--- src/rtl/core/lsoa_pkg.sv ---
// Shared types and constants for the three-sector lidar obstacle avoider.
// Used by lsoa_ctrl, lsoa_datapath and the top level; no dependencies.
`timescale 1ns / 1ps

package lsoa_pkg;

   localparam int unsigned BEAMS_MAX_DEF = 4096;

   localparam int unsigned DIST_W     = 16;
   localparam int unsigned TURN_W     = 17;
   localparam int unsigned BEAM_CNT_W = 13;
   localparam int unsigned MS_W       = 17;
   localparam int unsigned CSR_IDX_W  = 3;
   localparam int unsigned CSR_DATA_W = 16;
   localparam int unsigned REASON_W   = 2;

   localparam logic [MS_W-1:0] MS_SAT = 17'h1FFFF;

   localparam int unsigned DIV_STEPS = 2 * DIST_W;
   localparam int unsigned DIV_CNT_W = $clog2(DIV_STEPS);

   localparam logic [CSR_IDX_W-1:0] CSR_RANGE_FLOOR   = 3'd0;
   localparam logic [CSR_IDX_W-1:0] CSR_RANGE_CEILING = 3'd1;
   localparam logic [CSR_IDX_W-1:0] CSR_BEAM_COUNT    = 3'd2;
   localparam logic [CSR_IDX_W-1:0] CSR_SAFETY_GAP    = 3'd3;
   localparam logic [CSR_IDX_W-1:0] CSR_SLOW_GAP      = 3'd4;
   localparam logic [CSR_IDX_W-1:0] CSR_TOP_SPEED     = 3'd5;
   localparam logic [CSR_IDX_W-1:0] CSR_TOP_TURN      = 3'd6;
   localparam logic [CSR_IDX_W-1:0] CSR_WDOG_PERIOD   = 3'd7;

   localparam logic [DIST_W-1:0]     RST_RANGE_FLOOR   = 16'd100;
   localparam logic [DIST_W-1:0]     RST_RANGE_CEILING = 16'd12000;
   localparam logic [BEAM_CNT_W-1:0] RST_BEAM_COUNT    = 13'd360;
   localparam logic [DIST_W-1:0]     RST_SAFETY_GAP    = 16'd500;
   localparam logic [DIST_W-1:0]     RST_SLOW_GAP      = 16'd1000;
   localparam logic [DIST_W-1:0]     RST_TOP_SPEED     = 16'd200;
   localparam logic [DIST_W-1:0]     RST_TOP_TURN      = 16'd1000;
   localparam logic [DIST_W-1:0]     RST_WDOG_PERIOD   = 16'd500;

   localparam logic [REASON_W-1:0] RSN_SCAN      = 2'd0;
   localparam logic [REASON_W-1:0] RSN_MALFORMED = 2'd1;
   localparam logic [REASON_W-1:0] RSN_WATCHDOG  = 2'd2;

   typedef enum logic [2:0] {
      ST_IDLE,
      ST_STEP,
      ST_FINISH,
      ST_DIVIDE,
      ST_EMIT
   } lsoa_state_type;

   typedef struct packed {
      logic load_item;
      logic step;
      logic finish;
      logic div_step;
      logic emit;
   } lsoa_cmd_type;

   typedef struct packed {
      logic is_tick;
      logic scan_end;
      logic wdog_fire;
      logic need_div;
      logic div_last;
      logic out_free;
   } lsoa_sts_type;

endpackage

--- src/rtl/core/lsoa_ctrl.sv ---
// Sequencer for the obstacle avoider: accepts a word, steps the datapath,
// runs the speed divide and hands the command to the output register. Uses lsoa_pkg.
`timescale 1ns / 1ps

module lsoa_ctrl (
   input  logic                  clock,
   input  logic                  reset,
   input  logic                  req_valid,
   output logic                  req_stall,
   input  lsoa_pkg::lsoa_sts_type sts,
   output lsoa_pkg::lsoa_cmd_type cmd
);
   import lsoa_pkg::*;

   lsoa_state_type state_ff;
   lsoa_state_type state_in;

   always_ff @(posedge clock) begin
      if (reset) begin
         state_ff <= ST_IDLE;
      end else begin
         state_ff <= state_in;
      end
   end

   always_comb begin
      state_in  = state_ff;
      cmd       = '0;
      req_stall = 1'b1;
      unique case (state_ff)
         ST_IDLE: begin
            req_stall = 1'b0;
            if (req_valid) begin
               cmd.load_item = 1'b1;
               state_in      = ST_STEP;
            end
         end
         ST_STEP: begin
            cmd.step = 1'b1;
            if (sts.is_tick) begin
               state_in = sts.wdog_fire ? ST_EMIT : ST_IDLE;
            end else begin
               state_in = sts.scan_end ? ST_FINISH : ST_IDLE;
            end
         end
         ST_FINISH: begin
            cmd.finish = 1'b1;
            state_in   = sts.need_div ? ST_DIVIDE : ST_EMIT;
         end
         ST_DIVIDE: begin
            cmd.div_step = 1'b1;
            if (sts.div_last) begin
               state_in = ST_EMIT;
            end
         end
         ST_EMIT: begin
            if (sts.out_free) begin
               cmd.emit = 1'b1;
               state_in = ST_IDLE;
            end
         end
      endcase
   end

   a_emit_needs_room: assert property (@(posedge clock) disable iff (reset)
      cmd.emit |-> sts.out_free)
      else $error("result loaded while output register busy");

   a_load_then_step: assert property (@(posedge clock) disable iff (reset)
      cmd.load_item |=> cmd.step)
      else $error("accepted word not stepped next cycle");

   a_one_command: assert property (@(posedge clock) disable iff (reset)
      $onehot0({cmd.load_item, cmd.step, cmd.finish, cmd.div_step, cmd.emit}))
      else $error("more than one datapath command");

endmodule

--- src/rtl/core/lsoa_datapath.sv ---
// Datapath: config registers, sector minimum tracking, watchdog counters,
// decision logic, radix-2 speed divider and output register. Uses lsoa_pkg.
`timescale 1ns / 1ps

module lsoa_datapath #(
   parameter int unsigned BEAMS_MAX = lsoa_pkg::BEAMS_MAX_DEF
) (
   input  logic                                    clock,
   input  logic                                    reset,
   input  lsoa_pkg::lsoa_cmd_type                  cmd,
   output lsoa_pkg::lsoa_sts_type                  sts,
   input  logic                                    csr_wr_en,
   input  logic        [lsoa_pkg::CSR_IDX_W-1:0]   csr_index,
   input  logic        [lsoa_pkg::CSR_DATA_W-1:0]  csr_wdata,
   input  logic                                    req_mode,
   input  logic        [lsoa_pkg::DIST_W-1:0]      req_range_mm,
   input  logic                                    req_is_finite,
   input  logic                                    rsp_stall,
   output logic                                    rsp_valid,
   output logic        [lsoa_pkg::DIST_W-1:0]      rsp_forward_speed,
   output logic signed [lsoa_pkg::TURN_W-1:0]      rsp_turn_rate,
   output logic        [lsoa_pkg::REASON_W-1:0]    rsp_reason
);
   import lsoa_pkg::*;

   localparam int unsigned NW          = $clog2(BEAMS_MAX + 1);
   localparam int unsigned IW          = $clog2(BEAMS_MAX);
   localparam int unsigned THIRD_SHIFT = NW + 2;
   localparam int unsigned PROD_W      = NW + THIRD_SHIFT;
   localparam longint unsigned RECIP_FULL = ((64'd1 << THIRD_SHIFT) / 3) + 1;
   localparam logic [THIRD_SHIFT-1:0] RECIP = THIRD_SHIFT'(RECIP_FULL);
   localparam logic [31:0] BMAX32 = 32'(BEAMS_MAX);

   // configuration
   logic [DIST_W-1:0]     floor_ff, floor_in;
   logic [DIST_W-1:0]     ceiling_ff, ceiling_in;
   logic [BEAM_CNT_W-1:0] beam_count_ff, beam_count_in;
   logic [DIST_W-1:0]     safety_ff, safety_in;
   logic [DIST_W-1:0]     slow_ff, slow_in;
   logic [DIST_W-1:0]     top_speed_ff, top_speed_in;
   logic [DIST_W-1:0]     top_turn_ff, top_turn_in;
   logic [DIST_W-1:0]     wdog_period_ff, wdog_period_in;

   // scan and watchdog state
   logic [IW-1:0]     beam_idx_ff, beam_idx_in;
   logic [NW-1:0]     third_ff, third_in;
   logic [DIST_W-1:0] left_ff, left_in, front_ff, front_in, right_ff, right_in;
   logic              left_seen_ff, left_seen_in;
   logic              front_seen_ff, front_seen_in;
   logic              right_seen_ff, right_seen_in;
   logic [MS_W-1:0]   ms_ff, ms_in;
   logic [DIST_W-1:0] phase_ff, phase_in;

   // latched word
   logic              item_mode_ff, item_finite_ff;
   logic [DIST_W-1:0] item_range_ff;

   // pending result and divider
   logic [DIST_W-1:0]        res_speed_ff, res_speed_in;
   logic signed [TURN_W-1:0] res_turn_ff, res_turn_in;
   logic [REASON_W-1:0]      res_reason_ff, res_reason_in;
   logic                     use_div_ff, use_div_in;
   logic [2*DIST_W-1:0]      num_ff, num_in;
   logic [DIST_W-1:0]        rem_ff, rem_in;
   logic [DIST_W-1:0]        divisor_ff, divisor_in;
   logic [DIV_CNT_W-1:0]     div_cnt_ff, div_cnt_in;

   // output register
   logic                     rsp_valid_ff, rsp_valid_in;
   logic [DIST_W-1:0]        rsp_speed_ff, rsp_speed_in;
   logic signed [TURN_W-1:0] rsp_turn_ff, rsp_turn_in;
   logic [REASON_W-1:0]      rsp_reason_ff, rsp_reason_in;

   // combinational terms
   logic [31:0]       bc_wide, beam_n_wide;
   logic [NW-1:0]     beam_n;
   logic [PROD_W-1:0] third_prod;
   logic [NW:0]       idx_wide, idx_plus;
   logic              scan_end_w, sample_ok, in_left, in_front;
   logic [DIST_W-1:0] period;
   logic [MS_W-1:0]   ms_inc;
   logic [DIST_W-1:0] phase_inc;
   logic              phase_wrap, wdog_fire_w;
   logic [DIST_W-1:0] dist_l, dist_f, dist_r, turn_mag, gap_diff;
   logic              none_seen, all_blocked, malformed, moving;
   logic              f_above_slow, f_above_safe, f_below_slow, need_div_w;
   logic signed [TURN_W-1:0] turn_pos, turn_scan;
   logic [2*DIST_W-1:0] product;
   logic [DIST_W:0]     rem_sh;
   logic                q_bit;

   assign bc_wide     = 32'(beam_count_ff);
   assign beam_n_wide = (beam_count_ff == '0) ? 32'd1 :
                        ((bc_wide > BMAX32) ? BMAX32 : bc_wide);
   assign beam_n      = beam_n_wide[NW-1:0];
   assign third_prod  = PROD_W'(beam_n) * PROD_W'(RECIP);
   assign third_in    = third_prod[THIRD_SHIFT +: NW];

   assign idx_wide   = (NW + 1)'(beam_idx_ff);
   assign idx_plus   = idx_wide + (NW + 1)'(1);
   assign scan_end_w = idx_plus >= {1'b0, beam_n};
   assign in_left    = idx_wide < {1'b0, third_ff};
   assign in_front   = idx_wide < {third_ff, 1'b0};
   assign sample_ok  = item_finite_ff && (item_range_ff >= floor_ff) &&
                       (item_range_ff <= ceiling_ff);

   assign period      = (wdog_period_ff == '0) ? DIST_W'(1) : wdog_period_ff;
   assign ms_inc      = (ms_ff < MS_SAT) ? (ms_ff + MS_W'(1)) : ms_ff;
   assign phase_inc   = phase_ff + DIST_W'(1);
   assign phase_wrap  = phase_inc >= period;
   assign wdog_fire_w = phase_wrap && (ms_inc > MS_W'(period));

   assign dist_l       = left_seen_ff  ? left_ff  : '0;
   assign dist_f       = front_seen_ff ? front_ff : '0;
   assign dist_r       = right_seen_ff ? right_ff : '0;
   assign none_seen    = !left_seen_ff && !front_seen_ff && !right_seen_ff;
   assign all_blocked  = (dist_f < safety_ff) && (dist_l < safety_ff) &&
                         (dist_r < safety_ff);
   assign malformed    = ceiling_ff <= floor_ff;
   assign f_above_slow = dist_f > slow_ff;
   assign f_above_safe = dist_f > safety_ff;
   assign f_below_slow = dist_f < slow_ff;
   assign moving       = f_above_safe && (top_speed_ff != '0);
   assign turn_mag     = moving ? (top_turn_ff >> 1) : top_turn_ff;
   assign turn_pos     = TURN_W'(turn_mag);
   assign turn_scan    = !f_below_slow ? '0 :
                         ((dist_l > dist_r) ? turn_pos : -turn_pos);
   assign need_div_w   = !malformed && !none_seen && !all_blocked &&
                         !f_above_slow && f_above_safe;
   assign gap_diff     = dist_f - safety_ff;
   assign product      = (2 * DIST_W)'(top_speed_ff) * (2 * DIST_W)'(gap_diff);

   assign rem_sh = {rem_ff, num_ff[2*DIST_W-1]};
   assign q_bit  = rem_sh >= {1'b0, divisor_ff};

   always_comb begin
      floor_in       = floor_ff;
      ceiling_in     = ceiling_ff;
      beam_count_in  = beam_count_ff;
      safety_in      = safety_ff;
      slow_in        = slow_ff;
      top_speed_in   = top_speed_ff;
      top_turn_in    = top_turn_ff;
      wdog_period_in = wdog_period_ff;
      if (csr_wr_en) begin
         unique case (csr_index)
            CSR_RANGE_FLOOR:   floor_in       = csr_wdata;
            CSR_RANGE_CEILING: ceiling_in     = csr_wdata;
            CSR_BEAM_COUNT:    beam_count_in  = csr_wdata[BEAM_CNT_W-1:0];
            CSR_SAFETY_GAP:    safety_in      = csr_wdata;
            CSR_SLOW_GAP:      slow_in        = csr_wdata;
            CSR_TOP_SPEED:     top_speed_in   = csr_wdata;
            CSR_TOP_TURN:      top_turn_in    = csr_wdata;
            CSR_WDOG_PERIOD:   wdog_period_in = csr_wdata;
         endcase
      end
   end

   always_comb begin
      beam_idx_in   = beam_idx_ff;
      left_in       = left_ff;
      front_in      = front_ff;
      right_in      = right_ff;
      left_seen_in  = left_seen_ff;
      front_seen_in = front_seen_ff;
      right_seen_in = right_seen_ff;
      ms_in         = ms_ff;
      phase_in      = phase_ff;
      res_speed_in  = res_speed_ff;
      res_turn_in   = res_turn_ff;
      res_reason_in = res_reason_ff;
      use_div_in    = use_div_ff;
      num_in        = num_ff;
      rem_in        = rem_ff;
      divisor_in    = divisor_ff;
      div_cnt_in    = div_cnt_ff;
      rsp_valid_in  = rsp_valid_ff;
      rsp_speed_in  = rsp_speed_ff;
      rsp_turn_in   = rsp_turn_ff;
      rsp_reason_in = rsp_reason_ff;

      if (cmd.step) begin
         if (item_mode_ff) begin
            ms_in    = ms_inc;
            phase_in = phase_wrap ? '0 : phase_inc;
            if (wdog_fire_w) begin
               res_speed_in  = '0;
               res_turn_in   = '0;
               res_reason_in = RSN_WATCHDOG;
               use_div_in    = 1'b0;
            end
         end else begin
            if (sample_ok) begin
               priority if (in_left) begin
                  if (!left_seen_ff || item_range_ff < left_ff) begin
                     left_in      = item_range_ff;
                     left_seen_in = 1'b1;
                  end
               end else if (in_front) begin
                  if (!front_seen_ff || item_range_ff < front_ff) begin
                     front_in      = item_range_ff;
                     front_seen_in = 1'b1;
                  end
               end else begin
                  if (!right_seen_ff || item_range_ff < right_ff) begin
                     right_in      = item_range_ff;
                     right_seen_in = 1'b1;
                  end
               end
            end
            beam_idx_in = scan_end_w ? '0 : (beam_idx_ff + IW'(1));
         end
      end

      if (cmd.finish) begin
         left_in       = '0;
         front_in      = '0;
         right_in      = '0;
         left_seen_in  = 1'b0;
         front_seen_in = 1'b0;
         right_seen_in = 1'b0;
         ms_in         = '0;
         num_in        = product;
         rem_in        = '0;
         divisor_in    = slow_ff - safety_ff;
         div_cnt_in    = '0;
         use_div_in    = need_div_w;
         res_reason_in = RSN_SCAN;
         res_speed_in  = '0;
         res_turn_in   = '0;
         priority if (malformed) begin
            res_reason_in = RSN_MALFORMED;
         end else if (none_seen) begin
            res_turn_in = '0;
         end else if (all_blocked) begin
            res_turn_in = TURN_W'(top_turn_ff);
         end else begin
            res_speed_in = f_above_slow ? top_speed_ff : '0;
            res_turn_in  = turn_scan;
         end
      end

      if (cmd.div_step) begin
         rem_in     = q_bit ? DIST_W'(rem_sh - {1'b0, divisor_ff}) : rem_sh[DIST_W-1:0];
         num_in     = {num_ff[2*DIST_W-2:0], q_bit};
         div_cnt_in = div_cnt_ff + DIV_CNT_W'(1);
      end

      if (cmd.emit) begin
         rsp_valid_in  = 1'b1;
         rsp_speed_in  = use_div_ff ? num_ff[DIST_W-1:0] : res_speed_ff;
         rsp_turn_in   = res_turn_ff;
         rsp_reason_in = res_reason_ff;
      end else if (rsp_valid_ff && !rsp_stall) begin
         rsp_valid_in = 1'b0;
      end
   end

   always_ff @(posedge clock) begin
      if (reset) begin
         floor_ff       <= RST_RANGE_FLOOR;
         ceiling_ff     <= RST_RANGE_CEILING;
         beam_count_ff  <= RST_BEAM_COUNT;
         safety_ff      <= RST_SAFETY_GAP;
         slow_ff        <= RST_SLOW_GAP;
         top_speed_ff   <= RST_TOP_SPEED;
         top_turn_ff    <= RST_TOP_TURN;
         wdog_period_ff <= RST_WDOG_PERIOD;
         beam_idx_ff    <= '0;
         left_ff        <= '0;
         front_ff       <= '0;
         right_ff       <= '0;
         left_seen_ff   <= 1'b0;
         front_seen_ff  <= 1'b0;
         right_seen_ff  <= 1'b0;
         ms_ff          <= '0;
         phase_ff       <= '0;
         div_cnt_ff     <= '0;
         rsp_valid_ff   <= 1'b0;
      end else begin
         floor_ff       <= floor_in;
         ceiling_ff     <= ceiling_in;
         beam_count_ff  <= beam_count_in;
         safety_ff      <= safety_in;
         slow_ff        <= slow_in;
         top_speed_ff   <= top_speed_in;
         top_turn_ff    <= top_turn_in;
         wdog_period_ff <= wdog_period_in;
         beam_idx_ff    <= beam_idx_in;
         left_ff        <= left_in;
         front_ff       <= front_in;
         right_ff       <= right_in;
         left_seen_ff   <= left_seen_in;
         front_seen_ff  <= front_seen_in;
         right_seen_ff  <= right_seen_in;
         ms_ff          <= ms_in;
         phase_ff       <= phase_in;
         div_cnt_ff     <= div_cnt_in;
         rsp_valid_ff   <= rsp_valid_in;
      end
   end

   always_ff @(posedge clock) begin
      third_ff      <= third_in;
      res_speed_ff  <= res_speed_in;
      res_turn_ff   <= res_turn_in;
      res_reason_ff <= res_reason_in;
      use_div_ff    <= use_div_in;
      num_ff        <= num_in;
      rem_ff        <= rem_in;
      divisor_ff    <= divisor_in;
      rsp_speed_ff  <= rsp_speed_in;
      rsp_turn_ff   <= rsp_turn_in;
      rsp_reason_ff <= rsp_reason_in;
      if (cmd.load_item) begin
         item_mode_ff   <= req_mode;
         item_range_ff  <= req_range_mm;
         item_finite_ff <= req_is_finite;
      end
   end

   assign sts.is_tick   = item_mode_ff;
   assign sts.scan_end  = scan_end_w;
   assign sts.wdog_fire = wdog_fire_w;
   assign sts.need_div  = need_div_w;
   assign sts.div_last  = div_cnt_ff == DIV_CNT_W'(DIV_STEPS - 1);
   assign sts.out_free  = !rsp_valid_ff || !rsp_stall;

   assign rsp_valid         = rsp_valid_ff;
   assign rsp_forward_speed = rsp_speed_ff;
   assign rsp_turn_rate     = rsp_turn_ff;
   assign rsp_reason        = rsp_reason_ff;

   a_stop_is_still: assert property (@(posedge clock) disable iff (reset)
      (rsp_valid_ff && rsp_reason_ff != RSN_SCAN) |->
         (rsp_speed_ff == '0 && rsp_turn_ff == '0))
      else $error("stop word carries motion");

   a_finish_clears: assert property (@(posedge clock) disable iff (reset)
      cmd.finish |=> (!left_seen_ff && !front_seen_ff && !right_seen_ff &&
                      ms_ff == '0 && beam_idx_ff == '0))
      else $error("scan state not cleared at scan end");

   a_reason_code: assert property (@(posedge clock) disable iff (reset)
      rsp_valid_ff |-> (rsp_reason_ff == RSN_SCAN || rsp_reason_ff == RSN_MALFORMED ||
                        rsp_reason_ff == RSN_WATCHDOG))
      else $error("undefined reason code in output word");

endmodule

--- src/rtl/core/lidar_sector_obstacle_avoider_unit.sv ---
// A tick or mid-scan sample passes the accept and step states; the block then accepts again.
// A watchdog stop passes accept, step and emit; a scan-end word passes accept, step, finish,
// the 32-step radix-2 divider (one quotient bit per cycle) if slow-zone speed needs it, and emit.
// Words are taken one at a time; a held output word stalls the input at the next result.
// Reset: synchronous, active high; config registers take their defaults, scan and watchdog
// state clear to zero, no output word pending.
`timescale 1ns / 1ps

module lidar_sector_obstacle_avoider_unit #(
   parameter int unsigned BEAMS_MAX = lsoa_pkg::BEAMS_MAX_DEF
) (
   input  logic                                    clock,
   input  logic                                    reset,
   input  logic                                    csr_wr_en,
   input  logic        [lsoa_pkg::CSR_IDX_W-1:0]   csr_index,
   input  logic        [lsoa_pkg::CSR_DATA_W-1:0]  csr_wdata,
   input  logic                                    req_valid,
   output logic                                    req_stall,
   input  logic                                    req_mode,
   input  logic        [lsoa_pkg::DIST_W-1:0]      req_range_mm,
   input  logic                                    req_is_finite,
   output logic                                    rsp_valid,
   input  logic                                    rsp_stall,
   output logic        [lsoa_pkg::DIST_W-1:0]      rsp_forward_speed,
   output logic signed [lsoa_pkg::TURN_W-1:0]      rsp_turn_rate,
   output logic        [lsoa_pkg::REASON_W-1:0]    rsp_reason
);
   import lsoa_pkg::*;

   lsoa_cmd_type cmd;
   lsoa_sts_type sts;

   lsoa_ctrl u_ctrl (
      .clock     (clock),
      .reset     (reset),
      .req_valid (req_valid),
      .req_stall (req_stall),
      .sts       (sts),
      .cmd       (cmd)
   );

   lsoa_datapath #(
      .BEAMS_MAX (BEAMS_MAX)
   ) u_datapath (
      .clock             (clock),
      .reset             (reset),
      .cmd               (cmd),
      .sts               (sts),
      .csr_wr_en         (csr_wr_en),
      .csr_index         (csr_index),
      .csr_wdata         (csr_wdata),
      .req_mode          (req_mode),
      .req_range_mm      (req_range_mm),
      .req_is_finite     (req_is_finite),
      .rsp_stall         (rsp_stall),
      .rsp_valid         (rsp_valid),
      .rsp_forward_speed (rsp_forward_speed),
      .rsp_turn_rate     (rsp_turn_rate),
      .rsp_reason        (rsp_reason)
   );

endmodule
--- config.mk ---
export PLATFORM = sky130hd
export DESIGN_NAME = lidar_sector_obstacle_avoider_unit
export DESIGN_NICKNAME = d
export VERILOG_FILES = /design/src/rtl/core/lsoa_pkg.sv /design/src/rtl/core/lsoa_ctrl.sv /design/src/rtl/core/lsoa_datapath.sv /design/src/rtl/core/lidar_sector_obstacle_avoider_unit.sv
export SDC_FILE = /design/constraint.sdc
export NUM_CORES = 2
export LEC_CHECK = 0
export ABC_CLOCK_PERIOD_IN_PS = 25600
export BUFFER_PORTS_ARGS = -buffer_cell sky130_fd_sc_hd__buf_2
export CAP_MARGIN = 20
export CELL_PAD_IN_SITES_DETAIL_PLACEMENT = 1
export CELL_PAD_IN_SITES_GLOBAL_PLACEMENT = 1
export CORE_UTILIZATION = 50
export CTS_BUF_LIST = sky130_fd_sc_hd__clkbuf_4 sky130_fd_sc_hd__clkbuf_8 sky130_fd_sc_hd__clkbuf_16
export DETAILED_ROUTE_END_ITERATION = 10
export HOLD_SLACK_MARGIN = 0.1
export MAX_ROUTING_LAYER = met4
export PLACE_DENSITY = 0.88
export SLEW_MARGIN = 0
export SYNTH_ARGS = -nofsm -noshare
export SYNTH_HDL_FRONTEND = slang
export SYNTH_HIERARCHICAL = 1
export SYNTH_SLANG_ARGS = --single-unit
--- constraint.sdc ---
create_clock -name clock -period 25.6 [get_ports clock]
set_input_delay 5.12 -clock clock [delete_from_list [all_inputs] [get_ports clock]]
set_output_delay 5.12 -clock clock [all_outputs]
set_load 0.005 [all_outputs]
### Word-level counts from Yosys, hierarchy flattened

Index checks and enable logic that the tools add are counted.

* register bits after elaboration: 395
* bits of input ports: 42
* output and inout port bits: 37

* $add $sub $neg: 9
* multiply operators: 2
* $lt $le $gt $ge: 21
* eq/ne operators: 15
* muxes and demuxes: 62
* bitwise operators: 3
* reduce and logical (&&, ||, !) cells: 52

Operators with widths (count)
* $mux W16: 18
* $mux W17: 10
* $lt A16 B16 Y1: 7
* $mux W32: 2
* $gt A16 B16 Y1: 3
* $sub A16 B16 Y16: 3
* $ge A16 B16 Y1: 2
* $le A16 B16 Y1: 2
* $mul A16 B16 Y32: 1
* $mul A13 B14 Y27 const B: 1
* $mux W13: 2
* $reduce_and A2 Y1: 10
* $mux W3: 6
* $add A17 B1 Y17 const B: 1
* $ge A17 B16 Y1: 1
* $gt A17 B16 Y1: 1
* $lt A17 B17 Y1 const B: 1
* $neg A16 Y17: 1
* $add A16 B1 Y16 const B: 1
* $logic_not A16 Y1: 1
* $reduce_bool A16 Y1: 1
* $eq A3 B3 Y1 const B: 5
* $mux W1: 15
* $pmux W3 S5: 1
* other kinds (25): 68

### Logic depth before layout (Yosys ltp)

* depth after elaboration: 11
* depth in mapped cells: 38

### By module

Netlist, hierarchy kept.

By module, submodules not included
* lsoa_datapath: instances 1, cells each 3967, area each 35001.1 um^2, seq. area each 9379.0 um^2
* lsoa_ctrl: instances 1, cells each 30, area each 280.3 um^2, seq. area each 60.1 um^2

### Least setup slack after synthesis

Ideal clock, no wire load.

* kind: register to register
* from: reg u_datapath.front_seen_ff
* to: reg u_datapath.num_ff[24], data pin
* arrival time: 8625 ps
* required time: 25340 ps
* path slack: 16715 ps
* stages on the path, launching flop included: 37
* clock period less this slack: 8885 ps
* cell sequence: dfxtp_1 > inv_1 > buf_2 > buf_1 > nor2_1 > ha_1 > and4b_1 > a311oi_1 > a32oi_1 > o211ai_1 > o211ai_1 > and2_1 > maj3_1 > a21oi_1 > xnor2_1 > clkbuf_1 > nand2_1 > fa_1 > fa_1 > inv_1 > fa_1 > fa_1 > fa_1 > inv_1 > fa_1 > inv_1 > ha_1 > a21oi_1 > nor2b_1 > o21ai_0 > o311ai_0 > a21oi_1 > a21oi_1 > a2111oi_0 > a21oi_1 > xor2_1 > mux2_2

* word-level cells in the longest chain between the ends: 5

RTL lines
* start, declared: RTL line lsoa_datapath.sv:49 `logic front_seen_ff, front_seen_in;`
* start signal, assigned: RTL line lsoa_datapath.sv:294 `front_seen_ff <= front_seen_in;`
* $mux W16: RTL line lsoa_datapath.sv:114 `assign dist_f = front_seen_ff ? front_ff : '0;`
* $sub A16 B16 Y16: RTL line lsoa_datapath.sv:130 `assign gap_diff = dist_f - safety_ff;`
* $mul A16 B16 Y32: RTL line lsoa_datapath.sv:131 `assign product = (2 * DIST_W)'(top_speed_ff) * (2 * DIST_W)'(gap_diff);`
* $mux W32: RTL line lsoa_datapath.sv:215 `if (cmd.finish) begin`
* $mux W32: RTL line lsoa_datapath.sv:243 `if (cmd.div_step) begin`
* via u_datapath.num_in[24]: RTL line lsoa_datapath.sv:63 `logic [2*DIST_W-1:0] num_ff, num_in;`
* end signal, assigned: RTL line lsoa_datapath.sv:309 `num_ff <= num_in;`
* end, declared: RTL line lsoa_datapath.sv:63

The timed path passes the listed nets, and every way through them passes these cells. The select of a mux whose other input is x is not followed.
A chain may end at the register's enable or synchronous reset.

### Worst setup path in the final report

Ends and elaborated chain as after synthesis.

==> impl_metrics.csv <==
group,metric,value,unit
status,outcome,"finished, final reports clean",
synthesis,postSynthNetCount,4720,
sta,finalCritPeriodShare,40.1,%
clock_tree,cts_tree,"done",
layout,nets,4709,
setup_path,reg2reg_slack,15.34,ns
synthesis,ys_seq_area_share,26.8,%
sta,tightest_slew,1.21,ns
run,cap_violations,0,
floorplanning,die_h,268,um
sta,tns,0,ns
placement,dpl.hpwl,83200,um
detailed_routing,routed_wl,111000,um
sta,whs,0.418,ns
grt,antenna_found_initial,4,
hold_path,hold_class,"reg2reg",
floorplanning,io_pins,79,
synthesis,yosysTopAreaCell,"ha_1",
setup_path,crit_fanout,25,
grt,grt_pass1_wl,174000,um
hold_path,hold_end,"u_datapath/rsp_turn_rate[15]",
clock_tree,clockRootBuffer,"clkbuf_16",
setup_path,critical-path-slowest-cell,"dfxtp_1",
grt,overflow,0,
floorplanning,dieArea,0.0716,mm2
detailed_routing,drt_iter0_drc,2036,
grt,grtUsageTotal,32.0,%
detailed_routing,num_vias,29400,
setup_path,arrival,10.61,ns
grt,grt_pass1_vias,31800,
clock_tree,cts_buffers,46,
sta,layout_min_cycle_time,10.26,ns
placement,place_congestion,0.958,
power,p_leak,17.5,nW
layout,drive_gt1_share,6.47,%
power,finalPower,2.26,mW
setup_path,cp.required,25.94,ns
setup_path,max_stage_delay,0.87,ns
power,peakVddDrop,0.0489,mV
setup_path,crit_type,"reg2reg",
synthesis,netlist_area,0.0353,mm2
clock_tree,hold_buffers,0,
synthesis,yosys-top-cells-area,"ha_1 16%, dfxtp_1 14%, fa_1 14%, edfxtp_1 13%, nand2_1 6.2%",
clock_tree,htreeDepth,2,
clock_tree,clk-insertion-delay-late,0.63,ns
sta,skew,0.0480,ns
clock_tree,path_clk_slew,0.06,ns
setup_path,r2r_start,"u_datapath/front_seen_ff",
synthesis,ys_seq_elements,395,
synthesis,syn_inst,3997,
synthesis,synthFlopType,"dfxtp_1",
sta,rsz0062_at_grt,"no",
layout,area_delta_synth_final,7.91,%
floorplanning,num_rows,97,
detailed_routing,drt-wirelength-per-cell,22.4,um
sta,relSlewSlack,18.4,%
clock_tree,cts_resized,0,
synthesis,async_flop_share,0,%
setup_path,cp-start-kind,"flip-flop",
hold_path,holdPathStages,0,
clock_tree,clock_sinks,395,
grt,grt_max_degree,83,
sta,fmax,97.4,MHz
layout,nFillCells,8241,
floorplanning,die_w,268,um
setup_path,r2r_cells,34,
synthesis,synth_edf_count,153,
setup_path,end_kind,"flip-flop",
detailed_routing,drc,0,
synthesis,syn_avg_cell_area,8.83,um2
setup_path,r2r_end,"u_datapath/num_ff[24]",
hold_path,hold_start,"u_datapath/res_turn_ff[15]",
power,p_per_area,59.3,mW/mm2
layout,fin_util,54.5,%
detailed_routing,dr.pass1.iters,5,
synthesis,synth_cell_types,90,
sta,setup_viol,0,
placement,port_buffers,78,
detailed_routing,via_per_inst,5.93,
floorplanning,initial_core_util,50.5,%
detailed_routing,antenna_left,0,
sta,slew_violations,0,
clock_tree,clock_path_buffers,3,
synthesis,synth_top_area_share,15.6,%
sta,hold_viol,0,
setup_path,cp_common_cell,"fa_1",
synthesis,yosysWarnings,6,
clock_tree,cts_setup_buffers,0,
floorplanning,fp.coreArea,0.0699,mm2
==> layout by cell type (no fill, tap or decap), drive strengths merged, types with 39 or more instances in the layout <==
cell    netlist  final
nand3        54     54
mux2i        62     62
a21oi       216    216
dfxtp       242    242
clkbuf      144     52
xor2         52     52
inv         527    533
nand2       582    582
o21a         39     39
nor3         46     46
edfxtp      153    153
and2        143    143
nor2b        55     55
ha          441    441
fa          240    240
nand4        39     39
a21o         69     69
nor2        196    196
buf          35    120
xnor2        88     88
o21ai       130    130
==> per-stage QoR <==
| stage | cell area [um2] | instances | worst slack [ns] |
|---|---|---|---|
| after floorplan | 35300 | 3997 | 16.72 |
| after global placement | 36500 | 4872 | 15.88 |
| after detailed placement | 36500 | 4874 | 15.50 |
| after CTS | 38000 | 4956 | 15.41 |
| after global routing | 38100 | 4964 | 14.79 |
| final | 38100 | 4964 | 15.34 |
==> how the worst max path moves through the flow <==
| stage | startpoint | endpoint | slack, ns | cells after the start |
|---|---|---|---|---|
| after floorplan | u_datapath/front_seen_ff | u_datapath/num_ff[24] | 16.72 | 36 |
| after global placement | u_datapath/front_seen_ff | u_datapath/num_ff[24] | 15.88 | 34 |
| after detailed placement | u_datapath/front_seen_ff | u_datapath/num_ff[24] | 15.50 | 34 |
| after CTS | u_datapath/front_seen_ff | u_datapath/num_ff[24] | 15.41 | 34 |
| after global routing | u_datapath/front_seen_ff | u_datapath/num_ff[24] | 14.79 | 34 |
| final | u_datapath/front_seen_ff | u_datapath/num_ff[24] | 15.34 | 34 |
==> registers in the layout, indices dropped and copies added, names as in the netlist, 17 cells and up <==
| name | count |
|---|---|
| u_datapath/ms_ff | 17 |
| u_datapath/num_ff | 32 |
| u_datapath/res_turn_ff | 17 |
| u_datapath/rsp_turn_rate | 17 |
==> routing by layer <==
layer	GRT usage [%]	wire length, um	up-vias
li1	-	-	13400
met1	36.1	43200	14700
met2	54.8	55200	981
met3	4.62	6090	366
met4	17.1	6640	0
met5	-	0	-
==> worst max-delay path, delay by kind of cell (launching register included) <==
kind            cells  cell delay, ns
compound gates     12            2.56
xor+xnor            2            0.32
fa+ha+maj           9            4.16
buf+inv             5            1.03
flops               1            0.87
mux                 1            0.25
simple gates        5            0.81
==> kinds of logic after synthesis <==
group,synth area share [%]
xor+xnor,3.48
mux,2.53
simple gates,17.7
fa+ha+maj,29.4
buf+inv,7.74
other cells,0.0106
compound gates,12.4
flops,26.8
==> final cells by class <==
type / instances / area [um2] / share of cell area [%]
diodes: 4 / 10.0 / 0.0263
clock buffers: 52 / 1230 / 3.24
clock inverters: 30 / 284 / 0.746
inverters: 528 / 1980 / 5.21
multi-input cells: 2895 / 23200 / 60.9
flip-flops and latches: 395 / 9440 / 24.8
well taps: 940 / 1180 / 3.09
repair buffers: 120 / 744 / 1.96
==> where the power goes <==
part           internal (mW)  switching (mW)
combinational          0.303           0.463
clock                  0.388           0.296
sequential             0.747          0.0602
total                   1.44           0.819
==> synth_stat cells, types with 27 or more instances <==
| master | count |
|---|---|
| o21ai_0 | 125 |
| clkbuf_1 | 130 |
| nand4_1 | 38 |
| dfxtp_1 | 242 |
| nor2_1 | 194 |
| nand2b_1 | 36 |
| inv_1 | 526 |
| edfxtp_1 | 153 |
| and2_1 | 143 |
| xor2_1 | 52 |
| mux2i_1 | 62 |
| fa_1 | 240 |
| a21o_1 | 69 |
| nand3_1 | 53 |
| o31ai_1 | 27 |
| a21oi_1 | 216 |
| nor2b_1 | 55 |
| ha_1 | 441 |
| nand3b_1 | 32 |
| xnor2_1 | 88 |
| and3_1 | 32 |
| nand2_1 | 582 |
| nor3_1 | 45 |
| o21a_1 | 39 |
Note: power is estimated with default switching activity, not from simulation.
